==> config.mk <==
export PLATFORM = sky130hd
export DESIGN_NAME = multi_waveform_oscillator
export DESIGN_NICKNAME = d
export VERILOG_FILES = /design/src/sv/mwo_pkg.sv /design/src/sv/multi_waveform_oscillator.sv /design/src/sv/mwo_phase.sv /design/src/sv/mwo_wave.sv
export VERILOG_INCLUDE_DIRS = /design/src /design/src/sv
export SDC_FILE = /design/constraint.sdc
export NUM_CORES = 1
export LEC_CHECK = 0
export BUFFER_PORTS_ARGS = -buffer_cell sky130_fd_sc_hd__clkbuf_2
export CORE_UTILIZATION = 36
export CTS_CLUSTER_SIZE = 24
export DETAILED_ROUTE_END_ITERATION = 7
export GPL_TIMING_DRIVEN = 0
export PLACE_DENSITY = 0.58
export SLEW_MARGIN = 15
export SYNTH_ARGS = -nofsm -noshare
export SYNTH_HDL_FRONTEND = slang
export SYNTH_SLANG_ARGS = --single-unit
==> constraint.sdc <==
create_clock -name clock -period 13.9 [get_ports clock]
set_input_delay 0.695 -clock clock [delete_from_list [all_inputs] [get_ports clock]]
set_output_delay 0.695 -clock clock [all_outputs]
set_load 0.1 [all_outputs]
==> src/sv/assert_macros.svh <==
// assertion macros shared by the oscillator rtl
`ifndef ASSERT_MACROS_SVH
`define ASSERT_MACROS_SVH

// checked property, muted while reset is high
`define MWO_ASSERT(name, clk, rst, prop, msg) \
   name: assert property (@(posedge clk) disable iff (rst) prop) else $error(msg);

// checked property that also holds through reset
`define MWO_ASSERT_ALWAYS(name, clk, prop, msg) \
   name: assert property (@(posedge clk) prop) else $error(msg);

`endif

==> src/sv/mwo_pkg.sv <==
// package with oscillator constants, types and the quarter-wave sine table
`default_nettype none

package mwo_pkg;

   localparam int PHASE_BITS     = 32;
   localparam int SAMPLE_BITS    = 16;
   localparam int SINE_ADDR_BITS = 8;
   localparam int AMP_BITS       = 15;
   localparam int WAVE_BITS      = 2;
   localparam int CSR_DATA_BITS  = 32;
   localparam int CSR_INDEX_BITS = 2;

   localparam int UNIT_BITS  = SAMPLE_BITS + 1;
   localparam int UNIT_SHIFT = SAMPLE_BITS - 1;
   localparam int PROD_BITS  = UNIT_BITS + AMP_BITS + 1;
   localparam int SINE_SIZE  = 1 << SINE_ADDR_BITS;

   localparam logic [UNIT_BITS-1:0] FULL_SCALE = UNIT_BITS'(1) << UNIT_SHIFT;

   localparam logic [CSR_INDEX_BITS-1:0] CSR_TUNING_WORD = CSR_INDEX_BITS'(0);
   localparam logic [CSR_INDEX_BITS-1:0] CSR_AMPLITUDE   = CSR_INDEX_BITS'(1);
   localparam logic [CSR_INDEX_BITS-1:0] CSR_WAVEFORM    = CSR_INDEX_BITS'(2);

   typedef enum logic [WAVE_BITS-1:0] {
      WAVE_SINE     = 2'd0,
      WAVE_SQUARE   = 2'd1,
      WAVE_SAWTOOTH = 2'd2,
      WAVE_TRIANGLE = 2'd3
   } wave_type;

   // phase stage between the accumulator and the shaping logic
   typedef struct packed {
      logic                  valid;
      logic [PHASE_BITS-1:0] phase;
   } stage_type;

   typedef logic [SINE_SIZE-1:0][SAMPLE_BITS-1:0] sine_table_type;

   localparam logic [63:0] Q30_ONE     = 64'd1 << 30;
   localparam logic [63:0] HALF_PI_Q30 = 64'd1686629713;

   // quarter sine at full scale, taylor series in q30 with truncation each step
   function automatic sine_table_type build_sine_table();
      sine_table_type tbl;
      logic [63:0]    x;
      logic [63:0]    x2;
      logic [63:0]    t;
      logic [63:0]    s;
      logic [63:0]    scaled;
      for (int k = 0; k < SINE_SIZE; k++) begin
         x  = (64'(k) * HALF_PI_Q30) >> SINE_ADDR_BITS;
         x2 = (x * x) >> 30;
         t  = Q30_ONE - ((x2 * Q30_ONE) >> 30) / 64'd110;
         t  = Q30_ONE - ((x2 * t) >> 30) / 64'd72;
         t  = Q30_ONE - ((x2 * t) >> 30) / 64'd42;
         t  = Q30_ONE - ((x2 * t) >> 30) / 64'd20;
         t  = Q30_ONE - ((x2 * t) >> 30) / 64'd6;
         s  = (x * t) >> 30;
         scaled = (s * 64'(FULL_SCALE) + (Q30_ONE >> 1)) >> 30;
         tbl[k] = scaled[SAMPLE_BITS-1:0];
      end
      return tbl;
   endfunction

   localparam sine_table_type SINE_TABLE = build_sine_table();

endpackage

`default_nettype wire

==> src/sv/multi_waveform_oscillator.sv <==
// top level of the multi-waveform dds oscillator
`default_nettype none
`include "assert_macros.svh"

// Multi-waveform direct digital synthesis oscillator. Every request beat asks
// for one sample; a set restart bit clears the 32-bit phase accumulator before
// that sample is formed, and after each sample the phase advances by the
// tuning word (frequency / sample rate * 2^32, wrapping). The waveform register
// picks sine (quarter-wave table of 256 entries, mirrored by quadrant), square,
// sawtooth or triangle; each is formed at unit scale in q1.15, multiplied by
// the q0.15 amplitude and rounded to nearest with ties toward plus infinity, so
// the sample stays within plus or minus amplitude. A zero tuning word or a zero
// amplitude returns sample 0 with the invalid bit set, and the phase still
// advances. Throughput is one sample per clock cycle while the response side
// does not stall. Each accepted request is held in the phase register, and table
// lookup, the 17x16 multiply and rounding lead from there into the response
// register, which presents the response beat. The response register and the
// phase register each take a new beat while the one ahead of them moves on, so
// while a response beat is stalled the block still takes one more request into
// the phase register before it stalls the request side. The user is to write
// registers through the csr port only while no request is in flight; the block
// itself does not enforce this.
module multi_waveform_oscillator (
   input  wire logic                               clock,
   input  wire logic                               reset,
   // request channel
   input  wire logic                               req_valid,
   output logic                                    req_stall,
   input  wire logic                               req_restart,
   // response channel
   output logic                                    rsp_valid,
   input  wire logic                               rsp_stall,
   output logic signed [mwo_pkg::SAMPLE_BITS-1:0]  rsp_sample,
   output logic                                    rsp_invalid,
   // register write port
   input  wire logic                               csr_write,
   input  wire logic [mwo_pkg::CSR_INDEX_BITS-1:0] csr_index,
   input  wire logic [mwo_pkg::CSR_DATA_BITS-1:0]  csr_data
);
   import mwo_pkg::*;

   // configuration registers
   logic [PHASE_BITS-1:0] tuning_word_ff;
   logic [AMP_BITS-1:0]   amplitude_ff;
   wave_type              waveform_ff;

   // handshake
   logic      req_accept;
   logic      out_free;
   logic      stage_free;
   stage_type stage;

   // shaping and scaling
   logic signed [UNIT_BITS-1:0] unit;
   logic signed [PROD_BITS-1:0] product;
   logic signed [PROD_BITS-1:0] rounded;
   logic                        bad_setting;

   // response register
   logic                          rsp_valid_ff;
   logic                          rsp_valid_in;
   logic signed [SAMPLE_BITS-1:0] rsp_sample_ff;
   logic signed [SAMPLE_BITS-1:0] rsp_sample_in;
   logic                          rsp_invalid_ff;
   logic                          rsp_invalid_in;

   always_ff @(posedge clock) begin
      if (reset) begin
         tuning_word_ff <= '0;
         amplitude_ff   <= '0;
         waveform_ff    <= WAVE_SINE;
      end else if (csr_write) begin
         case (csr_index)
            CSR_TUNING_WORD: tuning_word_ff <= csr_data[PHASE_BITS-1:0];
            CSR_AMPLITUDE:   amplitude_ff   <= csr_data[AMP_BITS-1:0];
            CSR_WAVEFORM:    waveform_ff    <= wave_type'(csr_data[WAVE_BITS-1:0]);
            default: begin
               // unused index, write dropped
            end
         endcase
      end
   end

   // each stage takes a beat when empty or when the beat ahead moves on
   assign out_free   = !rsp_valid_ff || !rsp_stall;
   assign stage_free = !stage.valid || out_free;
   assign req_stall  = !stage_free;
   assign req_accept = req_valid && stage_free;

   mwo_phase u_phase (
      .clock       (clock),
      .reset       (reset),
      .load        (req_accept),
      .restart     (req_restart),
      .tuning_word (tuning_word_ff),
      .advance     (out_free),
      .stage       (stage)
   );

   mwo_wave u_wave (
      .phase    (stage.phase),
      .waveform (waveform_ff),
      .unit     (unit)
   );

   always_comb begin
      bad_setting = (tuning_word_ff == '0) || (amplitude_ff == '0);
      // unit times amplitude, then round half up and drop the q15 fraction
      product = PROD_BITS'(unit) * PROD_BITS'($signed({1'b0, amplitude_ff}));
      rounded = product + (PROD_BITS'(1) <<< (UNIT_SHIFT - 1));

      rsp_valid_in   = rsp_valid_ff;
      rsp_sample_in  = rsp_sample_ff;
      rsp_invalid_in = rsp_invalid_ff;
      if (out_free) begin
         rsp_valid_in   = stage.valid;
         rsp_sample_in  = bad_setting ? '0 : rounded[UNIT_SHIFT +: SAMPLE_BITS];
         rsp_invalid_in = bad_setting;
      end
   end

   always_ff @(posedge clock) begin
      if (reset) begin
         rsp_valid_ff <= 1'b0;
      end else begin
         rsp_valid_ff <= rsp_valid_in;
      end
      rsp_sample_ff  <= rsp_sample_in;
      rsp_invalid_ff <= rsp_invalid_in;
   end

   assign rsp_valid   = rsp_valid_ff;
   assign rsp_sample  = rsp_sample_ff;
   assign rsp_invalid = rsp_invalid_ff;

   // a flagged beat carries a zero sample
   `MWO_ASSERT(a_invalid_zero, clock, reset,
      rsp_valid_ff && rsp_invalid_ff |-> rsp_sample_ff == '0, "invalid beat with nonzero sample")

   // sample magnitude never exceeds the programmed amplitude
   `MWO_ASSERT(a_within_amp, clock, reset,
      rsp_valid_ff && !rsp_invalid_ff |->
      rsp_sample_ff <= $signed({1'b0, amplitude_ff}) &&
      rsp_sample_ff >= -$signed({1'b0, amplitude_ff}), "sample beyond amplitude")

   // no response beat right after reset
   `MWO_ASSERT_ALWAYS(a_reset_empty, clock,
      reset |=> !rsp_valid_ff && !stage.valid, "beat present after reset")

endmodule

`default_nettype wire

==> src/sv/mwo_phase.sv <==
// phase accumulator and the registered phase stage
`default_nettype none
`include "assert_macros.svh"

module mwo_phase (
   input  wire logic                           clock,
   input  wire logic                           reset,
   input  wire logic                           load,
   input  wire logic                           restart,
   input  wire logic [mwo_pkg::PHASE_BITS-1:0] tuning_word,
   input  wire logic                           advance,
   output mwo_pkg::stage_type                  stage
);
   import mwo_pkg::*;

   logic [PHASE_BITS-1:0] phase_ff;
   logic [PHASE_BITS-1:0] phase_in;
   logic [PHASE_BITS-1:0] phase_used;
   stage_type             stage_ff;
   stage_type             stage_in;

   always_comb begin
      phase_used = restart ? '0 : phase_ff;
      phase_in   = phase_ff;
      stage_in   = stage_ff;
      if (load) begin
         phase_in       = phase_used + tuning_word;
         stage_in.valid = 1'b1;
         stage_in.phase = phase_used;
      end else if (advance) begin
         stage_in.valid = 1'b0;
      end
   end

   always_ff @(posedge clock) begin
      if (reset) begin
         phase_ff       <= '0;
         stage_ff.valid <= 1'b0;
      end else begin
         phase_ff       <= phase_in;
         stage_ff.valid <= stage_in.valid;
      end
      stage_ff.phase <= stage_in.phase;
   end

   assign stage = stage_ff;

   `MWO_ASSERT(a_restart_zero, clock, reset,
      load && restart |=> stage_ff.valid && stage_ff.phase == '0 &&
      phase_ff == $past(tuning_word), "restart beat did not start from phase zero")

endmodule

`default_nettype wire

==> src/sv/mwo_wave.sv <==
// waveform shaping: unit value in q1.15 from phase and waveform select
`default_nettype none

module mwo_wave (
   input  wire logic [mwo_pkg::PHASE_BITS-1:0]  phase,
   input  mwo_pkg::wave_type                    waveform,
   output logic signed [mwo_pkg::UNIT_BITS-1:0] unit
);
   import mwo_pkg::*;

   logic [1:0]                    quad;
   logic [SINE_ADDR_BITS-1:0]     idx;
   logic [SINE_ADDR_BITS-1:0]     idx_mirror;
   logic [UNIT_BITS-1:0]          mag;
   logic signed [UNIT_BITS-1:0]   w;
   logic signed [UNIT_BITS-1:0]   w_abs;
   logic signed [UNIT_BITS:0]     tri_val;

   always_comb begin
      quad       = phase[PHASE_BITS-1 -: 2];
      idx        = phase[PHASE_BITS-3 -: SINE_ADDR_BITS];
      idx_mirror = SINE_ADDR_BITS'(0) - idx;

      // mirrored quadrants read the table backwards, top end is full scale
      if (quad[0]) begin
         if (idx == '0) begin
            mag = FULL_SCALE;
         end else begin
            mag = {1'b0, SINE_TABLE[idx_mirror]};
         end
      end else begin
         mag = {1'b0, SINE_TABLE[idx]};
      end

      // top sample bits of the phase as a signed ramp
      w       = UNIT_BITS'($signed(phase[PHASE_BITS-1 -: SAMPLE_BITS]));
      w_abs   = w[UNIT_BITS-1] ? -w : w;
      tri_val = ($signed({w_abs, 1'b0})) - $signed({1'b0, FULL_SCALE});

      case (waveform)
         WAVE_SINE: begin
            unit = quad[1] ? -$signed(mag) : $signed(mag);
         end
         WAVE_SQUARE: begin
            if (!phase[PHASE_BITS-1] && phase != '0) begin
               unit = $signed(FULL_SCALE);
            end else begin
               unit = -$signed(FULL_SCALE);
            end
         end
         WAVE_SAWTOOTH: begin
            unit = w;
         end
         WAVE_TRIANGLE: begin
            unit = tri_val[UNIT_BITS-1:0];
         end
         default: begin
            unit = '0;
         end
      endcase
   end

endmodule

`default_nettype wire

Word level (Yosys, flattened, before mapping)
Memories as Yosys holds them, arrays and structs flattened. A register that Yosys moved wholly into a read port is not among the register bits.
Index checks and enable logic that the tools add are counted.
Storage, ports and cells
  ROM bits: 8192
  memories: 2
  output and inout bits: 19
  flip-flop bits (word level): 132
  bits of input ports: 40
Memories
  (no name shown): words 256, bits a word 16, read ports 1, clocked after memory_dff 0, wr ports 0, RTL line mwo_wave.sv:29  | mag = {1'b0, SINE_TABLE[idx_mirror]};
  (no name shown): words 256, bits a word 16, read ports 1, clocked after memory_dff 1, wr ports 0, RTL line mwo_wave.sv:32  | mag = {1'b0, SINE_TABLE[idx]};
Cells by class
  muxes and demuxes: 12
  multiply operators: 1
  $lt $le $gt $ge: 2
  equal/unequal tests: 5
  reductions and logical operators: 20
  $add $sub $neg: 6
Operator list (number)
  two-way mux 16 bit: 5
  one-hot mux 17 bit (4 select lines): 1
  two-way mux 17 bit: 2
  adder 32 bit: 1
  logical NOT 32 bit: 1
  two-way mux 32 bit: 1
  nonzero test 32 bit: 1
  adder 31 x 16 -> 31 bit (second input constant): 1
  multiplier 17 x 16 -> 31 bit: 1
  less-than comparator 8 x 9 -> 1 bit (second input constant): 2
  negation 16 -> 17 bit: 1
  subtractor 17 bit (second input constant): 1
  negation 16 bit: 1
  logical NOT 15 bit: 1
  logical NOT 8 bit: 1
  two-way mux 8 bit: 1
  subtractor 1 x 8 -> 8 bit (first input constant): 1
  equality test 2 bit (second input constant): 3
  AND reduction 2 bit: 3
  logical NOT 1 bit: 5
  equality test 2 x 1 -> 1 bit (second input constant): 2
  logical NOT 2 bit: 2
  logical OR 1 bit: 3
  logical AND 1 bit: 2
  2 further kinds: 3

Logic depth before layout (Yosys ltp)
Gate-level depths: netlist (run 1).
  depth after elaboration: 10
  mapped depth: 49

By module
Synthesis (run 1) repeated with hierarchy kept, for this count alone.
Second synthesis, totals
  cell total of the unflattened synthesis: 3381
  area, all modules: 26083.8 sq um
By module, submodules not included
  multi_waveform_oscillator: seq. area each 1511.4 sq um, instances 1, cells each 1293, area an instance 11762.5 sq um
  mwo_wave: seq. area each 0.0 sq um, instances 1, cells each 1632, area an instance 10099.7 sq um
  mwo_phase: seq. area each 1621.6 sq um, instances 1, cells each 456, area an instance 4221.5 sq um

Worst setup path after synthesis (run 1)
OpenSTA, ideal clock, no wires.
  kind: register to register
  from: register u_phase.stage[23] (netlist name)
  to: register rsp_sample_ff[15] (netlist: rsp_sample[15]) (data pin)
  period minus slack after synthesis: 11161 ps
  setup slack: 2739 ps
  stages on the path, launching flop included: 45
  arrival: 10895 ps
  cells stage by stage: edfxtp_1 > clkbuf_1 > inv_1 > ha_1 > buf_2 > inv_1 > ha_1 > clkbuf_1 > clkinv_1 > clkbuf_1 > clkbuf_1 > ha_1 > nor2_1 > o211ai_1 > a311oi_1 > nor3_1 > a311oi_1 > nand3_1 > [9 not listed] > fa_1 > inv_1 > fa_1 > fa_1 > inv_1 > fa_1 > inv_1 > ha_1 > a21oi_1 > a21oi_1 > a221o_1 > a21o_1 > a31oi_1 > a2111oi_2 > nor4_1 > o21ai_0 > xnor2_1 > nor2_1
Between the ends
  longest elaborated chain between the ends: 10
Ends and longest elaborated chain
  subtractor 1 x 8 -> 8 bit: RTL line mwo_wave.sv:22  | idx_mirror = SINE_ADDR_BITS'(0) - idx;
  memory read (256 x 16 bit)
  two-way mux 16 bit (implied by the code): RTL line mwo_wave.sv:29
  two-way mux 16 bit: RTL line mwo_wave.sv:26  | if (idx == '0) begin
  two-way mux 16 bit: RTL line mwo_wave.sv:25  | if (quad[0]) begin
  negation 16 -> 17 bit: RTL line mwo_wave.sv:42  | unit = quad[1] ? -$signed(mag) : $signed(mag);
  two-way mux 17 bit: RTL line mwo_wave.sv:42
  one-hot mux 17 bit (4 select lines) (*): RTL line mwo_wave.sv:40  | case (waveform)
  multiplier 17 x 16 -> 31 bit (*): RTL line multi_waveform_oscillator.sv:109  | product = PROD_BITS'(unit) * PROD_BITS'($signed({1'b0, amplitude_ff}));
  adder 31 x 16 -> 31 bit (*): RTL line multi_waveform_oscillator.sv:110  | rounded = product + (PROD_BITS'(1) <<< (UNIT_SHIFT - 1));
  end signal: assignment: RTL line multi_waveform_oscillator.sv:128  | rsp_sample_ff <= rsp_sample_in;
  end: declaration: RTL line multi_waveform_oscillator.sv:62  | logic signed [SAMPLE_BITS-1:0] rsp_sample_ff;
Every way passes the cells marked *; elsewhere a longest branch is shown, timed or not. The select of a mux whose other input is x is not followed.
A chain may end at the register's enable or synchronous reset.

Worst setup path in the final report (run 1)
  from: register u_phase.stage[22] (netlist name)
  to: register rsp_sample_ff[15] (netlist: rsp_sample[15]) (data pin)
Between the ends
  longest elaborated chain between the ends: 10
Ends and longest elaborated chain (RTL line)
  subtractor 1 x 8 -> 8 bit: mwo_wave.sv:22
  memory read (256 x 16 bit)
  two-way mux 16 bit (implied by the code): mwo_wave.sv:29
  two-way mux 16 bit: mwo_wave.sv:26
  two-way mux 16 bit: mwo_wave.sv:25
  negation 16 -> 17 bit: mwo_wave.sv:42
  two-way mux 17 bit: mwo_wave.sv:42
  one-hot mux 17 bit (4 select lines) (*): mwo_wave.sv:40
  multiplier 17 x 16 -> 31 bit (*): multi_waveform_oscillator.sv:109
  adder 31 x 16 -> 31 bit (*): multi_waveform_oscillator.sv:110
Marked as above.

==> results of run 1 <==
## kinds of logic (layout without fill, tap and decap cells)
kind of cell,count (synthesis),after routing
other,0,2
buffers and inverters,619,721
AOI/OAI and AO/OA,943,943
and+or+nand+nor,1181,1181
DFF,147,147
xor gates and xnor gates,95,95
adders and majority gates,414,414
muxes,33,33
## cell usage in the layout, fill, tap and decap left out, types with 16 or more instances in the layout
cell type and instances:
o22ai_1 20, inv_1 334, a31oi_1 53, fa_1 241
buf_2 38, clkbuf_16 17, and2_1 122, nand2_1 467
or3_1 17, nand2b_1 35, ha_1 171, a21o_1 27
nand3_1 71, edfxtp_1 49, mux2i_1 21, a311oi_1 33
o21ai_0 221, o311ai_0 21, nor2b_1 88, nor3_1 63
nor2_1 220, o21a_1 16, clkbuf_2 78, a21oi_1 265
a221oi_1 19, xnor2_1 62, buf_1 28, xor2_1 27
clkbuf_1 183, a211oi_1 42, o211ai_1 58, o221ai_1 28
dfxtp_1 98, nor4_1 20
## cell usage after synthesis, drive strengths merged, types with 21 or more instances
master,n
nand2,468
inv,338
a21oi,268
fa,242
o21ai,226
nor2,221
clkbuf,206
ha,172
and2,123
dfxtp,98
nor2b,88
nand3,71
buf,68
xnor2,68
nor3,64
o211ai,58
a31oi,55
edfxtp,49
a211oi,43
a311oi,35
nand2b,35
o221ai,28
a21o,27
xor2,27
o22ai,25
o311ai,25
nor4,23
mux2i,22
a221oi,21
## what timing repair did
| item | CTS | global route |
|---|---|---|
| endpoints found under the setup margin | 16 | 14 |
| buffers inserted | 3 | 8 |
| pin swaps | 0 | 2 |
| resized for setup | 27 | 40 |
## metal layers
metal  vias to the layer above  routed length (um)  GRT usage
met4                         0                8140      0.188
met5                         -                   0          0
met1                     13500               50100      0.450
met2                      2016               52400      0.504
li1                      12000                   -          -
met3                       508               15300      0.103
## per-stage QoR
step / util / instance area, um2 / power (mW)
2_1_floorplan: - / 25800 / 1.21
3_3_place_gp: 0.387 / 27200 / 1.60
3_5_place_dp: 0.388 / 27300 / 1.58
4_1_cts: 0.397 / 28000 / 2.06
5_1_grt: 0.400 / 28200 / 2.20
6_report: 0.400 / 28200 / 2.10
## tightest hold or removal path: stages, from the launching register on
cell and delay [ns]:
dfxtp_1 0.31, nand2_1 0.05, a21oi_1 0.05
## power by group
| group | internal, mW | switching, mW |
|---|---|---|
| Combinational | 0.311 | 0.835 |
| Sequential | 0.480 | 0.0144 |
| Clock | 0.251 | 0.212 |
| Total | 1.04 | 1.06 |
## layout make-up
class | instances | area share
Clock inverter | 15 | 0.00529
Clock buffer | 17 | 0.0151
Timing Repair Buffer | 70 | 0.0140
Antenna cell | 2 | 0.000178
Multi-Input combinational cell | 2666 | 0.715
Buffer | 274 | 0.0400
Inverter | 345 | 0.0465
Sequential cell | 147 | 0.122
Tap cell | 940 | 0.0418
## worst min path at each step
stage,slack [ns],endpoint,depth (start not counted)
floorplan,0.43,u_phase.phase_ff[6],2
global placement,0.43,u_phase.phase_ff[26],2
detailed placement,0.44,u_phase.phase_ff[6],2
CTS,0.43,tuning_word_ff[15],3
global route,0.45,tuning_word_ff[15],3
finish,0.45,u_phase.phase_ff[26],2
==> impl_results.md, run 1 <==
* Path depth of the worst reg2reg path at 44
* Slew HR at 0.168
* Fin crit share at 0.980
* LEAKAGE at approximately 12 nW
* Num Clock Sinks at 147
* Largest net degree at the start of global routing at 26
* Max-slew violations at 0
* Hold crit path type: flip-flop to flip-flop
* Htree depth at 4
* Pre-antenna DRT Iters at 8
* Sequential cell area at between 3000 and 4000 um2
* Peak VDD IR at about 0.000098 V
* FF-to-FF Start: u_phase.stage[22]
* Worst Min Path Start: u_phase.phase_ff[26]
* Post-synthesis compound-gate area fraction at 0.236
* Largest family of logic cells by synthesized area: adder cells
* Post-Route WL at 126000 um
* Final Critical Period at about 14 ns
* Synth Area in Simple Gates at 0.217
* Setup TNS at 0 ns
* Area delta synth->final at 9.25%
* Final Non-Filler Cells at 4476
* Clock transition at the registers of the reported paths at roughly 0.070 ns
* Top FF cell, synth: dfxtp_1
* Vias in the first global route at 27500
* RR Endpoint: rsp_sample[15]
* Post-CTS Hold Buffers at 0
* Adder-Cell Fraction of Synth Area at 0.271
* Worst slack, placed at -2.56 ns
* DRC at 0
* Avg Inst Size Synth at between 7 and 8 um2
* Syn Inst Count at approximately 3400
* Cell taking the most area after synthesis: fa_1
* Worst setup endpoint: rsp_sample[15]
* FF+latch count, synth at 147
* Die area at a little over 70000 um2
* Wire per inst at around 28 um
* Multi-input logic area at between 20000 and 25000 um2
* Initial Util at 0.366
* Asr flop ratio synth at 0
* Clock Path Buffers at 2
* Port buffer count at between 50 and 60
* # rows at 97
* Max incr delay on CP at between 0.8 and 0.9 ns
* HPWL after detailed placement at 94400 um
* CP Capture Type: flip-flop
* Maxcap violations at 0
* CP startpoint: u_phase.stage[22]
* Post-Syn Area at between 20000 and 30000 um2
* Req. time, crit path at between 10 and 15 ns
* CP Max Fanout at 10
* Worst Max-Slew Pin Slew at approximately 1.2 ns
* Critical Path AT at ~14 ns
* Via Count at between 20000 and 30000
* NumNets Final at between 3000 and 4000
* Via/cell ratio at 6.26
* Critical path depth at between 40 and 50
* First-pass GRT wire length at about 190000 um
* Worst path most repeated cell: fa_1
* CP max stage cell: o311ai_0
* DIE WIDTH at 270 um
* DR iter-0 viols at 3810
* PD cells at 74.7 nW/um2
* Dpl cells at roughly 4400
* Status: finished, final reports clean
* Unique cell type count in the Yosys netlist at 97
* CTS Buf Count at 17
* Final Hold Viols at 0
* Max Fclk at approximately 73 MHz
* Antenna violations before repair at 2
* Multiplexer share of the synthesized area at 0.0155
* Hold_ws at 0.447 ns
* Net Count, Synth at 3886
* Post-synth EDFFs at between 40 and 50
* Die Span Y at between 200 and 300 um
* XOR/XNOR Fraction of Synth Area at 0.0339
* I/O Pins at around 60
* Clock root buffer master: clkbuf_16
* Register area share after synthesis at 0.133
* Worst Skew at 0.0185 ns
* Yosys top cell area share at 0.188
* CP Buf/Inv Count at 12
* CTS tree: built
* Clock latency at the later pin of the worst-skew pair at 0.46 ns
* Largest delay contributor family on the critical path: compound AO/OA/AOI/OAI gates
* Final ANT Viol Nets at 0
* Synth area leaders: fa_1 (19%), ha_1 (8.3%), dfxtp_1 (7.6%)
* Reg2Reg Setup Slack at 0.27 ns
* Crit path launch type: flip-flop
* Synth warnings at 0
* CP Class: flip-flop to flip-flop
* Setup violators final at 0
* Final WS setup at ~0.27 ns
* Layout cells sized above 1 at 0.0645
* GP Congestion at ~1.1
* FILL cells at ~7600
* Overflow after GRT at 0
* Total core area at between 70000 and 80000 um2
* GRT Total Usage at 0.344
(Power assumes the default switching activity.)
==> inputs of run 2 (changes only) <==
--- a/config.mk
+++ b/config.mk
@@ -9,2 +9,3 @@
 export BUFFER_PORTS_ARGS = -buffer_cell sky130_fd_sc_hd__clkbuf_2
+export CORE_ASPECT_RATIO = 0.7
 export CORE_UTILIZATION = 36
--- a/constraint.sdc
+++ b/constraint.sdc
@@ -3,2 +3,2 @@
 set_output_delay 0.695 -clock clock [all_outputs]
-set_load 0.1 [all_outputs]
+set_load 0.005 [all_outputs]
==> run 2 against run 1 <==
Against the previous run: the run now ends with design-rule violations left; wire length is 9.6% higher; clock power up 16%; register-to-register slack worse by 0.08 ns; die area about the same; clock skew up 0.016 ns; fmax decreased by 0.60%; combinational power shrank 7%; worst hold slack is essentially flat; critical path type unchanged; largest cell class unchanged; largest power group unchanged; highest routed layer is now met5.
==> impl_results.md, run 2 (synthesis gave the netlist of run 1 again) <==
* FILL cells at 7531 (-0.53%)
* Antenna violations before repair at 7 (+5)
* Layout cells sized above 1 at 0.0656 (+0.00109)
* Htree depth at 4 (unchanged)
* PD cells at 74.2 nW/um2 (-0.59%)
* Max-slew violations at 0 (unchanged)
* Final Critical Period at 13.71 ns (+0.0823 ns)
* Hold_ws at 0.447 ns (+0.000246 ns)
* Most frequent cells in the layout: nand2_1 (467), inv_1 (333), a21oi_1 (264), fa_1 (242), o21ai_0 (221)
* DR iter-0 viols at 4268 (+12%)
* First-pass GRT wire length at 196000 um (+5.2%)
* GRT Total Usage at 0.375 (+0.0314)
* Max incr delay on CP at 0.69 ns (-0.12 ns)
* CTS Buf Count at 17 (unchanged)
* Maxcap violations at 0 (unchanged)
* Worst path most repeated cell: fa_1
* CTS tree: built
* Die Span Y at 226 um (-16%)
* Wire per inst at 30.7 um (+9.2%)
* Overflow after GRT at 0 (unchanged)
* Clock transition at the registers of the reported paths at 0.08 ns (about the same)
* Worst Min Path Start: u_phase.phase_ff[22]
* Area delta synth->final at 9.68%
* CP Max Fanout at 11 (+1)
* CP Capture Type: flip-flop
* Largest net degree at the start of global routing at 29 (+12%)
* Hold Path Depth at 2 (unchanged)
* Max Fclk at 72.9 MHz (-0.60%)
* DIE WIDTH at 322 um (+19%)
* Failing checks: design-rule violations
* LEAKAGE at 12.0 nW (+0.44%)
* # rows at 81 (-16%)
* Peak VDD IR at 0.0000807 V (-17%)
* CP Buf/Inv Count at 12 (unchanged)
* RSZ-0062 raised after global routing: no
* GP Congestion at 1.05 (-1.6%)
* Post-Route WL at 138000 um (+9.6%)
* Post-route cell area at 28300 um2 (+0.40%)
* Final Hold Viols at 0 (unchanged)
* Busiest grt layer: met1
* Largest delay contributor family on the critical path: adder cells
* HPWL after detailed placement at 105000 um (+12%)
* Sequential cell area at 3430 um2 (unchanged)
* Dpl cells at 4447 (+0.36%)
* Met3 usage at 0.131 (+0.0277)
* GRT met1 Usage at 0.539 (+0.0890)
* WHS Endpoint: u_phase.phase_ff[22]
* Slew HR at 0.0675 (-0.100)
* Die area at 72700 um2 (about the same)
* Setup violators final at 0 (unchanged)
* Clock Path Buffers at 2 (unchanged)
* Pre-antenna DRT Iters at 8 (unchanged)
* Reg2Reg Setup Slack at 0.19 ns (-0.08 ns)
* Req. time, crit path at 14.10 ns (about the same)
* RR Endpoint: rsp_sample[14]
* CP Class: flip-flop to flip-flop
* Crit path launch type: flip-flop
* Clock root buffer master: clkbuf_16
* Critical Path AT at 13.90 ns (+0.07 ns)
* Path depth of the worst reg2reg path at 43 (-2.3%)
* Initial Util at 0.366 (about the same)
* CP max stage cell: or4b_1
* Final ANT Viol Nets at 0 (unchanged)
* Vias in the first global route at 26500 (-3.8%)
* Via Count at 28300 (+0.90%)
* Worst Max-Slew Pin Slew at 1.39 ns (+0.145 ns)
* FF-to-FF Start: u_phase.stage[22]
* Commonest non-fill, non-tap cell in the layout: nand2_1
* Multi-input logic area at 20100 um2 (about the same)
* Total core area at 70300 um2 (about the same)
* DRC at 1 (+1)
* Met2 usage at 0.506 (+0.00157)
* Placed Area at 27300 um2 (+0.19%)
* Clock latency at the later pin of the worst-skew pair at 0.46 ns (about the same)
* Fin crit share at 0.986 (+0.00592)
* Num Clock Sinks at 147 (unchanged)
* Via/cell ratio at 6.29 (+0.50%)
* Status: finished, violations left
* Worst Skew at 0.0340 ns (+0.0156 ns)
* Final Non-Filler Cells at 4494 (+0.40%)
* Hold crit path type: flip-flop to flip-flop
* Port buffer count at 58 (unchanged)
* NumNets Final at 3977 (+0.050%)
* I/O Pins at 59 (unchanged)
==> run 2: changes by cell type in the layout (fill, tap and decap cells not counted), sizes merged <==
cell / previous run / this run
diode: 2 / 4
clkinv: 12 / 10
clkdlybuf4s15: 1 / 0
bufinv: 1 / 4
inv: 341 / 340
buf: 80 / 84
clkinvlp: 6 / 4
clkbuf: 280 / 281
==> run 2: tightest hold or removal path, cell delays in order (launching register included) <==
cell and delay [ns]:
dfxtp_1 0.31, nand2_1 0.05, a21oi_1 0.05
==> run 2: worst max path at each step <==
stage,from,to,slack (ns),cells after the start
6_report,u_phase.stage[22],rsp_sample[14],0.19,43
5_1_grt,u_phase.stage[22],rsp_sample[14],0.03,45
4_1_cts,u_phase.stage[22],rsp_sample[15],0.03,46
3_5_place_dp,u_phase.stage[23],rsp_sample[15],-2.79,43
3_3_place_gp,u_phase.stage[23],rsp_sample[15],-3.31,46
2_1_floorplan,u_phase.stage[23],rsp_sample[15],2.74,44
==> run 2: final cells by class <==
cell class	instances	share of cell area
clock buffer	19	0.0164
clock inverter	13	0.00673
multi-input combinational	2666	0.712
timing repair buffer	74	0.0154
tap	954	0.0422
sequential	147	0.121
buffer	272	0.0392
antenna	4	0.000354
inverter	345	0.0463
==> run 2: routing by layer <==
layer / vias to the layer above / part of all wire
li1: 12000 / -
met1: 13800 / 0.43
met2: 2087 / 0.38
met3: 400 / 0.14
met4: 2 / 0.045
met5: - / 0.00061
==> run 2: timing repair <==
action                                  in CTS  in global routing
setup buffers                                7                  6
hold buffers                                 0                  0
endpoints found under the setup margin      16                 15
hold endpoints to repair                     0                  0
pin swaps                                    0                  3
resized for setup                           33                 21
==> run 2: through the flow <==
step | TNS, ns | util | total power [mW] | setup slack [ns]
4_1_cts | 0 | 0.401 | 2.05 | 0.0252
5_1_grt | 0 | 0.402 | 2.18 | 0.0278
6_report | 0 | 0.402 | 2.10 | 0.192
3_5_place_dp | -34.21 | 0.389 | 1.50 | -2.79
3_3_place_gp | -42.32 | 0.388 | 1.52 | -3.31
2_1_floorplan | 0 | - | 1.10 | 2.74
==> run 2: power by group <==
| group | switching [mW] | leakage [nW] | internal (mW) | total [mW] |
|---|---|---|---|---|
| Sequential | 0.0147 | 1.33 | 0.480 | 0.494 |
| Clock | 0.215 | 0.325 | 0.319 | 0.535 |
| Combinational | 0.761 | 10.3 | 0.309 | 1.07 |
| Total | 0.990 | 12.0 | 1.11 | 2.10 |
